### src/design/rwc_pkg.sv
package rwc_pkg;

  // texture geometry (powers of two)
  localparam int unsigned TEX_W      = 64;
  localparam int unsigned TEX_H      = 64;
  localparam int unsigned TEX_W_LOG2 = $clog2(TEX_W);
  localparam int unsigned TEX_H_LOG2 = $clog2(TEX_H);

  // serial divider sizes
  localparam int unsigned DVD_W   = 41;
  localparam int unsigned DVS_W   = 29;
  localparam int unsigned DCNT_W  = $clog2(DVD_W);

  localparam logic [23:0] M24      = 24'hFFFFFF;
  localparam logic [11:0] MAX_HGT  = 12'd2048;

  // configuration register indexes
  localparam logic [1:0] CFG_HEIGHT  = 2'd0;
  localparam logic [1:0] CFG_CEILING = 2'd1;
  localparam logic [1:0] CFG_FLOOR   = 2'd2;

  typedef enum logic [2:0] {
    REG_CEIL  = 3'd0,
    REG_WALL  = 3'd1,
    REG_FLOOR = 3'd2,
    REG_DEPTH = 3'd3,
    REG_NOCOL = 3'd4
  } rwc_region_e;

  typedef enum logic [2:0] {
    ST_IDLE,
    ST_DEPTH,
    ST_LINE_GO,
    ST_LINE,
    ST_STEP_GO,
    ST_STEP,
    ST_POS,
    ST_OUT
  } rwc_state_e;

  typedef struct packed {
    logic               is_col;
    logic [10:0]        col;
    logic               side;
    logic [7:0]         cx;
    logic [7:0]         cy;
    logic [1:0]         sx;
    logic [1:0]         sy;
    logic signed [17:0] dx;
    logic signed [17:0] dy;
    logic [23:0]        px;
    logic [23:0]        py;
  } rwc_item_t;

  typedef struct packed {
    logic [10:0] col;
    logic [10:0] row;
    rwc_region_e region;
    logic [23:0] color;
    logic [5:0]  tx;
    logic [5:0]  ty;
    logic        dk;
    logic [23:0] depth;
    logic        last;
  } rwc_res_t;

  typedef struct packed {
    logic        col_valid;
    logic [10:0] wall_start;
    logic [10:0] wall_end;
    logic        div_busy;
    logic        div_start;
  } rwc_stat_t;

endpackage

### src/design/rwc_front.sv
module rwc_front (
  input  logic               clk_i,
  input  logic               rst_ni,
  input  logic               in_valid_i,
  output logic               in_ready_o,
  input  logic [119:0]       in_data_i,
  input  logic               in_user_i,
  output rwc_pkg::rwc_item_t item_o,
  output logic               item_valid_o,
  input  logic               item_pop_i
);
  import rwc_pkg::*;

  rwc_item_t  fifo_q [2];
  rwc_item_t  item_in;
  logic       wr_ptr_q, rd_ptr_q;
  logic [1:0] count_q;
  logic       push;

  // unpack and classify the incoming transfer
  always_comb begin
    item_in.is_col = !in_user_i;
    item_in.col    = in_data_i[10:0];
    item_in.side   = in_data_i[11];
    item_in.cx     = in_data_i[19:12];
    item_in.cy     = in_data_i[27:20];
    item_in.sx     = in_data_i[29:28];
    item_in.sy     = in_data_i[31:30];
    item_in.dx     = $signed(in_data_i[49:32]);
    item_in.dy     = $signed(in_data_i[67:50]);
    item_in.px     = in_data_i[91:68];
    item_in.py     = in_data_i[115:92];
  end

  assign in_ready_o   = (count_q != 2'd2);
  assign push         = in_valid_i && in_ready_o;
  assign item_valid_o = (count_q != 2'd0);
  assign item_o       = fifo_q[rd_ptr_q];

  // two-entry queue storage
  always_ff @(posedge clk_i) begin
    if (push) begin
      fifo_q[wr_ptr_q] <= item_in;
    end
  end

  // queue pointers
  always_ff @(posedge clk_i or negedge rst_ni) begin
    if (!rst_ni) begin
      wr_ptr_q <= 1'b0;
      rd_ptr_q <= 1'b0;
      count_q  <= 2'd0;
    end else begin
      if (push) wr_ptr_q <= !wr_ptr_q;
      if (item_pop_i) rd_ptr_q <= !rd_ptr_q;
      count_q <= count_q + 2'(push) - 2'(item_pop_i);
    end
  end

endmodule

### src/design/rwc_div.sv
module rwc_div (
  input  logic                      clk_i,
  input  logic                      rst_ni,
  input  logic                      start_i,
  input  logic [rwc_pkg::DVD_W-1:0] dvd_i,
  input  logic [rwc_pkg::DVS_W-1:0] dvs_i,
  output logic                      busy_o,
  output logic                      done_o,
  output logic [rwc_pkg::DVD_W-1:0] quo_o
);
  import rwc_pkg::*;

  logic [DVS_W-1:0]  rem_q, dvs_q;
  logic [DVD_W-1:0]  quo_q;
  logic [DCNT_W-1:0] cnt_q;
  logic              busy_q, done_q;
  logic [DVS_W:0]    trial;
  logic              ge;
  logic [DVS_W-1:0]  rem_nx;

  // one restoring step per cycle
  always_comb begin
    trial  = {rem_q, quo_q[DVD_W-1]};
    ge     = (trial >= {1'b0, dvs_q});
    rem_nx = ge ? DVS_W'(trial - {1'b0, dvs_q}) : trial[DVS_W-1:0];
  end

  always_ff @(posedge clk_i) begin
    if (start_i) begin
      rem_q <= '0;
      quo_q <= dvd_i;
      dvs_q <= dvs_i;
    end else if (busy_q) begin
      rem_q <= rem_nx;
      quo_q <= {quo_q[DVD_W-2:0], ge};
    end
  end

  always_ff @(posedge clk_i or negedge rst_ni) begin
    if (!rst_ni) begin
      busy_q <= 1'b0;
      done_q <= 1'b0;
      cnt_q  <= '0;
    end else if (start_i) begin
      busy_q <= 1'b1;
      done_q <= 1'b0;
      cnt_q  <= '0;
    end else if (busy_q) begin
      cnt_q <= cnt_q + 1'b1;
      if (cnt_q == DCNT_W'(DVD_W - 1)) begin
        busy_q <= 1'b0;
        done_q <= 1'b1;
      end
    end else begin
      done_q <= 1'b0;
    end
  end

  assign busy_o = busy_q;
  assign done_o = done_q;
  assign quo_o  = quo_q;

endmodule

### src/design/rwc_back.sv
module rwc_back (
  input  logic               clk_i,
  input  logic               rst_ni,
  input  rwc_pkg::rwc_item_t item_i,
  input  logic               item_valid_i,
  output logic               item_pop_o,
  input  logic [11:0]        heff_i,
  input  logic [23:0]        ceil_i,
  input  logic [23:0]        floor_i,
  output rwc_pkg::rwc_res_t  res_o,
  output logic               res_valid_o,
  input  logic               res_ready_i,
  output rwc_pkg::rwc_stat_t stat_o
);
  import rwc_pkg::*;

  rwc_state_e state_q, state_d;

  // committed column state
  logic        col_valid_q, col_valid_d;
  logic [10:0] act_col_q;
  logic [10:0] row_q;
  logic [10:0] ws_q, we_q;
  logic [5:0]  tcol_q;
  logic [23:0] tstep_q;
  logic [31:0] tpos_q;
  logic        side_q;

  // column set-up working registers
  logic [10:0]        pcol_q;
  logic               pside_q, dneg_q, dzero_q, mirror_q;
  logic signed [17:0] odir_q;
  logic [23:0]        opos_q;
  logic [23:0]        depth_q;
  logic signed [42:0] prod_q;
  logic [DVS_W-1:0]   lh_q;
  logic [10:0]        pws_q, pwe_q;
  logic [27:0]        toff_q;
  logic [31:0]        frac_q;
  logic [23:0]        pstep_q;
  logic [31:0]        ppos_q;
  logic [5:0]         ptcol_q;

  rwc_res_t res_q, res_d;
  logic     res_valid_q, res_load, out_free;

  // divider hookup
  logic             div_start, div_busy, div_done;
  logic [DVD_W-1:0] div_dvd, div_quo;
  logic [DVS_W-1:0] div_dvs;

  // column item decode
  logic [7:0]         c_cell;
  logic               c_off;
  logic [23:0]        c_pos;
  logic signed [17:0] c_dir;
  logic [8:0]         c_co;
  logic signed [26:0] c_num;
  logic [26:0]        c_mag;
  logic [17:0]        c_dmag;

  // set-up arithmetic
  logic [10:0]  half_h;
  logic [27:0]  half_l;
  logic [28:0]  e_sum;
  logic [51:0]  pos_full;
  logic [5:0]   tx_raw;

  // row decode
  logic       row_in, row_last, row_pop, col_pop;
  logic [5:0] row_ty;

  rwc_div u_div (
    .clk_i  (clk_i),
    .rst_ni (rst_ni),
    .start_i(div_start),
    .dvd_i  (div_dvd),
    .dvs_i  (div_dvs),
    .busy_o (div_busy),
    .done_o (div_done),
    .quo_o  (div_quo)
  );

  assign out_free = !res_valid_q || res_ready_i;

  // ray distance numerator and divisor from a column item
  always_comb begin
    c_cell = item_i.side ? item_i.cy : item_i.cx;
    c_off  = item_i.side ? item_i.sy[1] : item_i.sx[1];
    c_pos  = item_i.side ? item_i.py : item_i.px;
    c_dir  = item_i.side ? item_i.dy : item_i.dx;
    c_co   = {1'b0, c_cell} + 9'(c_off);
    c_num  = $signed({2'b00, c_co, 16'h0000}) - $signed({3'b000, c_pos});
    c_mag  = c_num[26] ? 27'(-c_num) : 27'(c_num);
    c_dmag = c_dir[17] ? 18'(-c_dir) : 18'(c_dir);
  end

  // set-up helpers
  always_comb begin
    half_h   = heff_i[11:1];
    half_l   = lh_q[DVS_W-1:1];
    e_sum    = {18'h0, half_h} + {1'b0, half_l};
    pos_full = toff_q * pstep_q;
    tx_raw   = frac_q[31 -: TEX_W_LOG2];
  end

  // row pixel
  always_comb begin
    row_in   = col_valid_q && ({1'b0, row_q} < heff_i);
    row_last = ({1'b0, row_q} == 12'(heff_i - 12'd1));
    row_ty   = tpos_q[16 +: TEX_H_LOG2];
  end

  // sequencer: next state, queue pop, result load, divider start
  always_comb begin
    state_d   = state_q;
    row_pop   = 1'b0;
    col_pop   = 1'b0;
    res_load  = 1'b0;
    div_start = 1'b0;
    div_dvd   = '0;
    div_dvs   = '0;
    res_d     = '0;
    unique case (state_q)
      ST_IDLE: begin
        if (item_valid_i && !item_i.is_col && out_free) begin
          row_pop  = 1'b1;
          res_load = 1'b1;
          if (row_in) begin
            res_d.col  = act_col_q;
            res_d.row  = row_q;
            res_d.last = row_last;
            if (row_q < ws_q) begin
              res_d.region = REG_CEIL;
              res_d.color  = ceil_i;
            end else if (row_q > we_q) begin
              res_d.region = REG_FLOOR;
              res_d.color  = floor_i;
            end else begin
              res_d.region = REG_WALL;
              res_d.tx     = tcol_q;
              res_d.ty     = row_ty;
              res_d.dk     = side_q;
            end
          end else begin
            res_d.region = REG_NOCOL;
          end
        end else if (item_valid_i && item_i.is_col) begin
          col_pop   = 1'b1;
          div_start = 1'b1;
          div_dvd   = {c_mag[24:0], 16'h0000};
          div_dvs   = DVS_W'(c_dmag);
          state_d   = ST_DEPTH;
        end
      end
      ST_DEPTH:   if (div_done) state_d = ST_LINE_GO;
      ST_LINE_GO: begin
        div_start = 1'b1;
        div_dvd   = DVD_W'({heff_i, 16'h0000});
        div_dvs   = (depth_q == 24'h0) ? DVS_W'(1) : DVS_W'(depth_q);
        state_d   = ST_LINE;
      end
      ST_LINE:    if (div_done) state_d = ST_STEP_GO;
      ST_STEP_GO: begin
        div_start = 1'b1;
        div_dvd   = DVD_W'(TEX_H) << 16;
        div_dvs   = lh_q;
        state_d   = ST_STEP;
      end
      ST_STEP:    if (div_done) state_d = ST_POS;
      ST_POS:     state_d = ST_OUT;
      ST_OUT: begin
        if (out_free) begin
          res_load     = 1'b1;
          res_d.col    = pcol_q;
          res_d.region = REG_DEPTH;
          res_d.depth  = depth_q;
          state_d      = ST_IDLE;
        end
      end
      default:    state_d = ST_IDLE;
    endcase
  end

  assign item_pop_o = row_pop || col_pop;

  // column state update
  always_comb begin
    col_valid_d = col_valid_q;
    if (row_pop && (!row_in || row_last)) col_valid_d = 1'b0;
    if (state_q == ST_OUT && out_free) col_valid_d = (heff_i != 12'h0);
  end

  always_ff @(posedge clk_i or negedge rst_ni) begin
    if (!rst_ni) begin
      state_q     <= ST_IDLE;
      col_valid_q <= 1'b0;
      res_valid_q <= 1'b0;
    end else begin
      state_q     <= state_d;
      col_valid_q <= col_valid_d;
      res_valid_q <= res_load || (res_valid_q && !res_ready_i);
    end
  end

  // result register
  always_ff @(posedge clk_i) begin
    if (res_load) res_q <= res_d;
  end

  // column set-up datapath and row bookkeeping
  always_ff @(posedge clk_i) begin
    if (col_pop) begin
      pcol_q   <= item_i.col;
      pside_q  <= item_i.side;
      dneg_q   <= (c_num[26] ^ c_dir[17]) && (c_num != 27'sd0);
      dzero_q  <= (c_dir == 18'sd0);
      odir_q   <= item_i.side ? item_i.dx : item_i.dy;
      opos_q   <= item_i.side ? item_i.px : item_i.py;
      mirror_q <= item_i.side ? item_i.dy[17]
                              : (!item_i.dx[17] && item_i.dx != 18'sd0);
    end
    if (state_q == ST_DEPTH && div_done) begin
      if (dzero_q)                      depth_q <= M24;
      else if (dneg_q)                  depth_q <= 24'h0;
      else if (div_quo[DVD_W-1:24] != '0) depth_q <= M24;
      else                              depth_q <= div_quo[23:0];
    end
    if (state_q == ST_LINE_GO) begin
      prod_q <= $signed({1'b0, depth_q}) * odir_q;
    end
    if (state_q == ST_LINE && div_done) begin
      lh_q <= (div_quo == '0) ? DVS_W'(1) : div_quo[DVS_W-1:0];
    end
    if (state_q == ST_STEP_GO) begin
      pws_q  <= (half_l >= 28'(half_h)) ? 11'h0 : 11'(28'(half_h) - half_l);
      pwe_q  <= (e_sum >= 29'(heff_i)) ? 11'(heff_i - 12'd1) : 11'(e_sum);
      toff_q <= (half_l >= 28'(half_h)) ? 28'(half_l - 28'(half_h)) : 28'h0;
      frac_q <= {opos_q[15:0], 16'h0000} + prod_q[31:0];
    end
    if (state_q == ST_STEP && div_done) begin
      pstep_q <= (div_quo > DVD_W'(M24)) ? M24 : div_quo[23:0];
    end
    if (state_q == ST_POS) begin
      ppos_q  <= pos_full[31:0];
      ptcol_q <= mirror_q ? 6'(TEX_W - 1) - tx_raw : tx_raw;
    end
    // commit the new column with its depth record
    if (state_q == ST_OUT && out_free) begin
      act_col_q <= pcol_q;
      side_q    <= pside_q;
      row_q     <= 11'h0;
      ws_q      <= pws_q;
      we_q      <= pwe_q;
      tcol_q    <= ptcol_q;
      tstep_q   <= pstep_q;
      tpos_q    <= ppos_q;
    end
    // advance one row
    if (row_pop && row_in) begin
      if (!row_last) row_q <= row_q + 11'd1;
      if (row_q >= ws_q && row_q <= we_q) tpos_q <= tpos_q + {8'h0, tstep_q};
    end
  end

  assign res_o       = res_q;
  assign res_valid_o = res_valid_q;

  always_comb begin
    stat_o.col_valid  = col_valid_q;
    stat_o.wall_start = ws_q;
    stat_o.wall_end   = we_q;
    stat_o.div_busy   = div_busy;
    stat_o.div_start  = div_start;
  end

endmodule

### src/design/raycast_wall_column.sv
// Textured wall column renderer for a grid raycaster. A column transfer
// (tuser 0) carries one ray and returns a depth record with the saturated
// perpendicular distance; each following row transfer (tuser 1) returns the
// next pixel from the top: ceiling colour, wall texel coordinates with a
// darken flag, or floor colour, and tlast on the final row (or a no-column
// result if no column is active). A row result passes through the queue and
// then the result register; rows stream at one pixel per clock while the
// output is ready and no column set-up runs. A column set-up runs three
// successive divisions in the single shared divider that resolves one
// quotient bit per cycle. A two-entry queue sits in front, and a result
// register lets the input keep flowing while a result waits. The user must
// write configuration only while the block is idle; it is not enforced.
module raycast_wall_column (
  input  logic         clk_i,
  input  logic         rst_ni,
  input  logic         cfg_we_i,
  input  logic [1:0]   cfg_idx_i,
  input  logic [23:0]  cfg_data_i,
  input  logic         s_axis_tvalid,
  output logic         s_axis_tready,
  // column_x[10:0] hit_side[11] cell_x[19:12] cell_y[27:20] sign_x[29:28]
  // sign_y[31:30] dir_x[49:32] dir_y[67:50] pos_x[91:68] pos_y[115:92]
  input  logic [119:0] s_axis_tdata,
  // req_type[0]
  input  logic         s_axis_tuser,
  output logic         m_axis_tvalid,
  input  logic         m_axis_tready,
  // out_column[10:0] out_row[21:11] pixel_color[45:22] texel_x[51:46]
  // texel_y[57:52] darken[58] depth[82:59]
  output logic [87:0]  m_axis_tdata,
  // region[2:0]
  output logic [2:0]   m_axis_tuser,
  output logic         m_axis_tlast
);
  import rwc_pkg::*;

  logic [11:0] height_q;
  logic [23:0] ceil_q, floor_q;
  logic [11:0] heff;
  rwc_item_t   item;
  logic        item_valid, item_pop;
  rwc_res_t    res;
  rwc_stat_t   stat;

  // configuration registers
  always_ff @(posedge clk_i or negedge rst_ni) begin
    if (!rst_ni) begin
      height_q <= 12'd480;
      ceil_q   <= 24'h0;
      floor_q  <= 24'h0;
    end else if (cfg_we_i) begin
      unique case (cfg_idx_i)
        CFG_HEIGHT:  height_q <= cfg_data_i[11:0];
        CFG_CEILING: ceil_q   <= cfg_data_i;
        CFG_FLOOR:   floor_q  <= cfg_data_i;
        default:     ;
      endcase
    end
  end

  assign heff = (height_q > MAX_HGT) ? MAX_HGT : height_q;

  rwc_front u_front (
    .clk_i       (clk_i),
    .rst_ni      (rst_ni),
    .in_valid_i  (s_axis_tvalid),
    .in_ready_o  (s_axis_tready),
    .in_data_i   (s_axis_tdata),
    .in_user_i   (s_axis_tuser),
    .item_o      (item),
    .item_valid_o(item_valid),
    .item_pop_i  (item_pop)
  );

  rwc_back u_back (
    .clk_i       (clk_i),
    .rst_ni      (rst_ni),
    .item_i      (item),
    .item_valid_i(item_valid),
    .item_pop_o  (item_pop),
    .heff_i      (heff),
    .ceil_i      (ceil_q),
    .floor_i     (floor_q),
    .res_o       (res),
    .res_valid_o (m_axis_tvalid),
    .res_ready_i (m_axis_tready),
    .stat_o      (stat)
  );

  // output packing
  assign m_axis_tdata = {5'h0, res.depth, res.dk, res.ty, res.tx, res.color,
                         res.row, res.col};
  assign m_axis_tuser = res.region;
  assign m_axis_tlast = res.last;

  a_div_idle : assert property (@(posedge clk_i) disable iff (!rst_ni)
    stat.div_start |-> !stat.div_busy)
    else $error("divider restarted while busy");

  a_wall_order : assert property (@(posedge clk_i) disable iff (!rst_ni)
    stat.col_valid |-> stat.wall_start <= stat.wall_end)
    else $error("wall start beyond wall end");

  a_nocol_zero : assert property (@(posedge clk_i) disable iff (!rst_ni)
    (m_axis_tvalid && m_axis_tuser == REG_NOCOL) |-> (m_axis_tdata == '0 && !m_axis_tlast))
    else $error("no-column result carries data");

endmodule
### config.mk
export PLATFORM = sky130hd
export DESIGN_NAME = raycast_wall_column
export DESIGN_NICKNAME = d
export VERILOG_FILES = /design/src/design/rwc_pkg.sv /design/src/design/rwc_front.sv /design/src/design/rwc_div.sv /design/src/design/rwc_back.sv /design/src/design/raycast_wall_column.sv
export SDC_FILE = /design/constraint.sdc
export NUM_CORES = 2
export LEC_CHECK = 0
export BUFFER_PORTS_ARGS = -buffer_cell sky130_fd_sc_hd__buf_2
export CORE_MARGIN = 4
export CORE_UTILIZATION = 45
export DETAILED_ROUTE_END_ITERATION = 12
export HOLD_SLACK_MARGIN = 0.12
export PLACE_DENSITY_LB_ADDON = 0.05
export SLEW_MARGIN = 20
export SYNTH_ARGS = -nofsm -noshare
export SYNTH_HDL_FRONTEND = slang
export SYNTH_SLANG_ARGS = --single-unit
export TNS_END_PERCENT = 10
### constraint.sdc
create_clock -name clk_i -period 9.6 [get_ports clk_i]
set_clock_uncertainty 0.1 [all_clocks]
set_input_delay 0.96 -clock clk_i [delete_from_list [all_inputs] [get_ports clk_i]]
set_output_delay 0.96 -clock clk_i [all_outputs]
set_load 0.02 [all_outputs]
Word-level counts from Yosys, hierarchy flattened:

Memory sizes are Yosys's and may differ from the RTL's.
Cells that the tools add are included.

* memories: 1
* output and inout bits: 94
* bits in writable memories: 234
* bits in registers: 648
* logic and storage cells: 218

* reduce and logical (&&, ||, !) cells: 47
* $add $sub $neg: 16
* bitwise gates (word level): 4
* multiply operators: 2
* equal/unequal tests: 19
* $lt $le $gt $ge: 10
* mux-type cells: 70

Memories
* u_front.fifo_q: depth 2, bits a word 117, rd ports 1, clocked after Yosys merged registers in 0, wr ports 1, line rwc_front.sv:14 `rwc_item_t fifo_q [2];`

Operators with widths (count)
* 41-bit two-way mux: 4
* 41-bit one-hot mux with 3 select lines: 1
* 24-bit two-way mux: 5
* 32-bit two-way mux: 3
* 29-bit one-hot mux with 3 select lines: 1
* 18-bit two-way mux: 4
* 62-bit two-way mux: 1
* 29-bit two-way mux: 2
* 11-bit two-way mux: 5
* 41-bit by 24-bit > comparator with 1-bit output (second input constant): 1
* 41-bit logical NOT: 1
* 37-bit two-way mux: 1
* 32-bit by 24-bit adder with 32-bit output: 1
* 32-bit adder: 1
* 25-bit by 18-bit multiplier with 32-bit output: 1
* 28-bit by 24-bit multiplier with 32-bit output: 1
* 30-bit by 29-bit >= comparator with 1-bit output: 1
* 11-bit by 28-bit adder with 29-bit output: 1
* 29-bit by 12-bit >= comparator with 1-bit output: 1
* 29-bit subtractor: 1
* 28-bit by 11-bit >= comparator with 1-bit output: 1
* 28-bit by 11-bit subtractor with 28-bit output: 1
* 27-bit two-way mux: 1
* 27-bit nonzero test: 1
* other kinds (59): 127

Depth between registers and ports, before layout:

An unclocked memory read counts as a cell.

* depth in word-level cells: 10
* mapped depth: 28
* gate-level depth less buffers: 24

By module:

Synthesis repeated with hierarchy kept, for this count alone.

* cell total of the unflattened synthesis: 5350
* area total of the unflattened synthesis: 59161.7 µm²

Modules (own cells, without submodules)
* rwc_back: area each 42034.1 µm², seq. area each 11806.3 µm², times used 1, cells each 4267
* rwc_front: area each 8709.6 µm², seq. area each 7126.8 µm², times used 1, cells each 382
* rwc_div: area each 6003.3 µm², seq. area each 2882.8 µm², times used 1, cells each 554
* raycast_wall_column: area each 2414.8 µm², seq. area each 1506.4 µm², times used 1, cells each 147

Worst setup path after synthesis:

OpenSTA, ideal clock, no wires.

* path type: input to register
* start point: input port s_axis_tvalid
* end point: memory u_front.fifo_q[0][0] (netlist name), enable pin
* data arrival time: 5.837 ns
* slack: 3.073 ns
* stages on the path: 2
* setup time: 0.590 ns
* data required time: 8.910 ns
* cells stage by stage: nand2_1 > nor2_1

* cells in the longest elaborated chain, start to end: 3

Ends and longest elaborated chain
* start, declared: line raycast_wall_column.sv:19 `input logic s_axis_tvalid,`
* 1-bit logical AND: line rwc_front.sv:36 `assign push = in_valid_i && in_ready_o;`
* 1-bit two-way mux: line rwc_front.sv:42 `if (push) begin`
* 1-bit two-way mux (implied by the code): line rwc_front.sv:43 `fifo_q[wr_ptr_q] <= item_in;`
* end, declared: line rwc_front.sv:14

No other way between the ends.

Final worst setup path:

* start point: register u_back.depth_q[7]
* end point: register u_back.prod_q[31] (data pin)

* cells in the longest elaborated chain, start to end: 1

Ends and longest elaborated chain
* start, declared: line rwc_back.sv:34 `logic [23:0] depth_q;`
* start signal, assigned: line rwc_back.sv:227 `else depth_q <= div_quo[23:0];`
* 25-bit by 18-bit multiplier with 32-bit output: line rwc_back.sv:230 `prod_q <= $signed({1'b0, depth_q}) * odir_q;`
* end signal, assigned: line rwc_back.sv:230
* end, declared: line rwc_back.sv:35 `logic signed [42:0] prod_q;`

No other way between the ends.
A chain may end at the register's enable or synchronous reset.

==> flow_summary.json <==
{
  "run_status": "finished clean",
  "worst_slew_pin_slew_ns": 1.19,
  "grt_remaining_overflow": 0,
  "cts_max_path_buffers": 3,
  "dp_hpwl_um": 115000,
  "max_slew_margin_pct": 20.5,
  "synth_edf_count": 667,
  "grt_pass1_wl_um": 244000,
  "synth-seq-cells": 806,
  "grtUsageTotal_pct": 23.3,
  "cts.clk_slew.worst_paths_ns": 0.06,
  "fmax_mhz": 135,
  "port_buffers": 234,
  "die_area_sq_mm": 0.137,
  "cts_tree": "built",
  "die_y_um": 370,
  "ioPinCount": 246,
  "synthXorXnorAreaFrac_pct": 3.64,
  "async_flop_share_pct": 9.55,
  "synth-compound-area-share_pct": 8.20,
  "hold_viol_final": 0,
  "wl_per_cell_um": 21.2,
  "layout_common_cells": "785 x inv_1, 667 x edfxtp_1, 526 x nand2_1",
  "rows": 132,
  "crit_buf_inv": 4,
  "synth_simple_gate_area_share_pct": 13.5,
  "worstSetupPathType": "reg -> reg",
  "fp.dieW_um": 370,
  "min_period_ns": 7.42,
  "numCtsBuffers": 92,
  "grt_start_max_net_pins": 83,
  "final_cells": 7468,
  "wirelength_um": 158000,
  "cp_top_family": "adder cells",
  "final_common_cell": "inv_1",
  "via_count": 39700,
  "clkSinkCount": 806,
  "cts_setup_buffers": 0,
  "synth_cell_type_count": 96,
  "slowest_stage": "edfxtp_1",
  "setup_viol": 0,
  "crit_top_cell": "fa_1",
  "synthAdderAreaFrac_pct": 23.8,
  "synthMuxAreaShare_pct": 4.46,
  "crit_path_start_kind": "flip-flop",
  "ys_warn_count": 0,
  "drt_iter0_markers": 2527,
  "start_util_pct": 45.4,
  "finalCritPeriodShare_pct": 77.2,
  "worst_ep_required_time_ns": 9.94,
  "peakVddDrop_mv": 0.170,
  "viasPerCell": 5.32,
  "synth_ff_type": "edfxtp_1",
  "drtPass1Iterations": 5,
  "hp-class": "in -> async",
  "syn_avg_cell_area_sq_um": 10.7,
  "crit_path_end_kind": "flip-flop",
  "total_power_mw": 9.57,
  "finalMaxSlewViolations": 0,
  "rsz0062_at_grt": "no",
  "cts_root_buf": "clkbuf_16",
  "h-tree-depth": 3,
  "cp_max_fo": 21,
  "powerDensity_mw_per_mm2": 147,
  "syn-instance-count": 5505,
  "clk_latency_ns": 0.71,
  "yosysSeqAreaShare_pct": 39.4,
  "antenna_found_initial": 13,
  "dp_cells": 7292,
  "remaining_drc_errors": 0,
  "grt_pass1_vias": 40400,
  "leakagePower_nw": 27.2,
  "fin_setup_tns_ns": 0,
  "syn_to_final_growth_pct": 10.2,
  "drive_above_1_share_pct": 11.5,
  "hold_buffers": 0,
  "crit_arrival_ns": 7.76,
  "synth_top_family_by_area": "adder cells",
  "coreArea_sq_mm": 0.130,
  "cap_violations": 0,
  "cpPeakStageDelay_ns": 1.11,
  "crit_chain": "and2_1 > fa_1 > inv_1 > fa_1 > fa_1 > inv_1 > fa_1 > fa_1 > inv_1 > fa_1 > inv_1 > ha_1 > o2111ai_1 > a21oi_1 > a21oi_1 > a31oi_1 > a211oi_1 > o31ai_1 > o21a_1 > nor2_1 > xnor2_1",
  "ant_nets": 0,
  "gp_congestion": 0.852,
  "layout.nets": 6625,
  "cts_resized": 0,
  "netlist_area_sq_mm": 0.0589
}
[power breakdown]
part | internal [mW] | switching (mW) | total, mW
sequential | 4.11 | 0.132 | 4.24
combinational | 0.697 | 1.12 | 1.81
clock | 2.01 | 1.50 | 3.51
[synthesized netlist by cell type (all sizes together), types with 50 or more instances]
| cell | number | area [sq um] |
|---|---|---|
| a21o | 55 | 413 |
| nand2 | 527 | 1980 |
| mux2i | 135 | 1360 |
| buf | 50 | 268 |
| nor3 | 80 | 427 |
| edfxtp | 667 | 20000 |
| o21ai | 151 | 756 |
| nor2b | 79 | 494 |
| clkbuf | 235 | 882 |
| dfxtp | 62 | 1240 |
| ha | 341 | 4270 |
| mux2 | 99 | 1110 |
| nand3 | 62 | 320 |
| xnor2 | 171 | 1500 |
| xor2 | 71 | 622 |
| nor2 | 235 | 882 |
| and2 | 374 | 2340 |
| a211oi | 71 | 548 |
| inv | 787 | 2950 |
| dfrtp | 73 | 1830 |
| a21oi | 191 | 956 |
| fa | 488 | 9770 |
[layer usage]
metal	vias up	GRT usage [%]	part of all wire (%)
met3	185	2.81	4.6
met2	891	38.3	47
met1	20000	33.2	46
li1	18700	-	-
met4	2	5.20	2.1
met5	-	0	0.0070
[flip-flops by register name, summed over array words and instances, names as in the netlist, 24 cells and up]
signal              count
u_front.fifo_q        230
u_back.res_o           87
u_back.u_div.quo_o     41
u_back.lh_q            29
u_back.u_div.dvs_q     29
u_back.u_div.rem_q     29
ceil_q                 24
floor_q                24
u_back.depth_q         24
[layout make-up]
| cell class | count | area, sq um |
|---|---|---|
| Inverter | 789 | 2960 |
| Clock buffer | 118 | 2480 |
| Sequential cell | 806 | 23200 |
| Timing Repair Buffer | 326 | 1870 |
| Clock inverter | 53 | 551 |
| Multi-Input combinational cell | 3629 | 31700 |
| Tap cell | 1742 | 2180 |
| Antenna cell | 5 | 12.5 |
| Fill cell | 12000 | 64900 |
[worst paths after layout]
path                                                 to  depth (start not counted)                       startpoint  slack [ns]
min reg2reg                    u_back.we_q[1]$_DFFE_PP_                          0        u_back.pwe_q[1]$_DFFE_PP_        0.32
max                         u_back.prod_q[31]$_DFFE_PP_                         21  u_back.depth_q[7]$_SDFFCE_PP1P_        2.18
min                        u_front.wr_ptr_q$_DFFE_PN0P_                          1                           rst_ni        0.19
max in group asynchronous  u_front.rd_ptr_q$_DFFE_PN0N_                          1                           rst_ni        8.68
min in group clk_i             u_back.we_q[1]$_DFFE_PP_                          0        u_back.pwe_q[1]$_DFFE_PP_        0.32
max reg2reg                 u_back.prod_q[31]$_DFFE_PP_                         21  u_back.depth_q[7]$_SDFFCE_PP1P_        2.18
[logic make-up after synthesis]
kind of cell | after synthesis
and+or+nand+nor | 1582
DFF | 806
other | 1
muxes | 241
adders and majority gates | 829
AOI/OAI and AO/OA | 729
buffers and inverters | 1074
xor gates and xnor gates | 243
[metrics by stage]
| step | hold WS [ns] | util, % | worst slack [ns] | cell area [sq um] |
|---|---|---|---|---|
| 2_1_floorplan | 0.300 | - | 3.07 | 58900 |
| 3_3_place_gp | 0.301 | 47.7 | 2.17 | 61900 |
| 3_5_place_dp | 0.305 | 47.7 | 2.18 | 61900 |
| 4_1_cts | 0.281 | 50.0 | 2.16 | 64900 |
| 5_1_grt | 0.222 | 50.0 | 1.87 | 64900 |
| 6_report | 0.191 | 50.0 | 2.18 | 64900 |
Power figures use the tool's default switching activity.
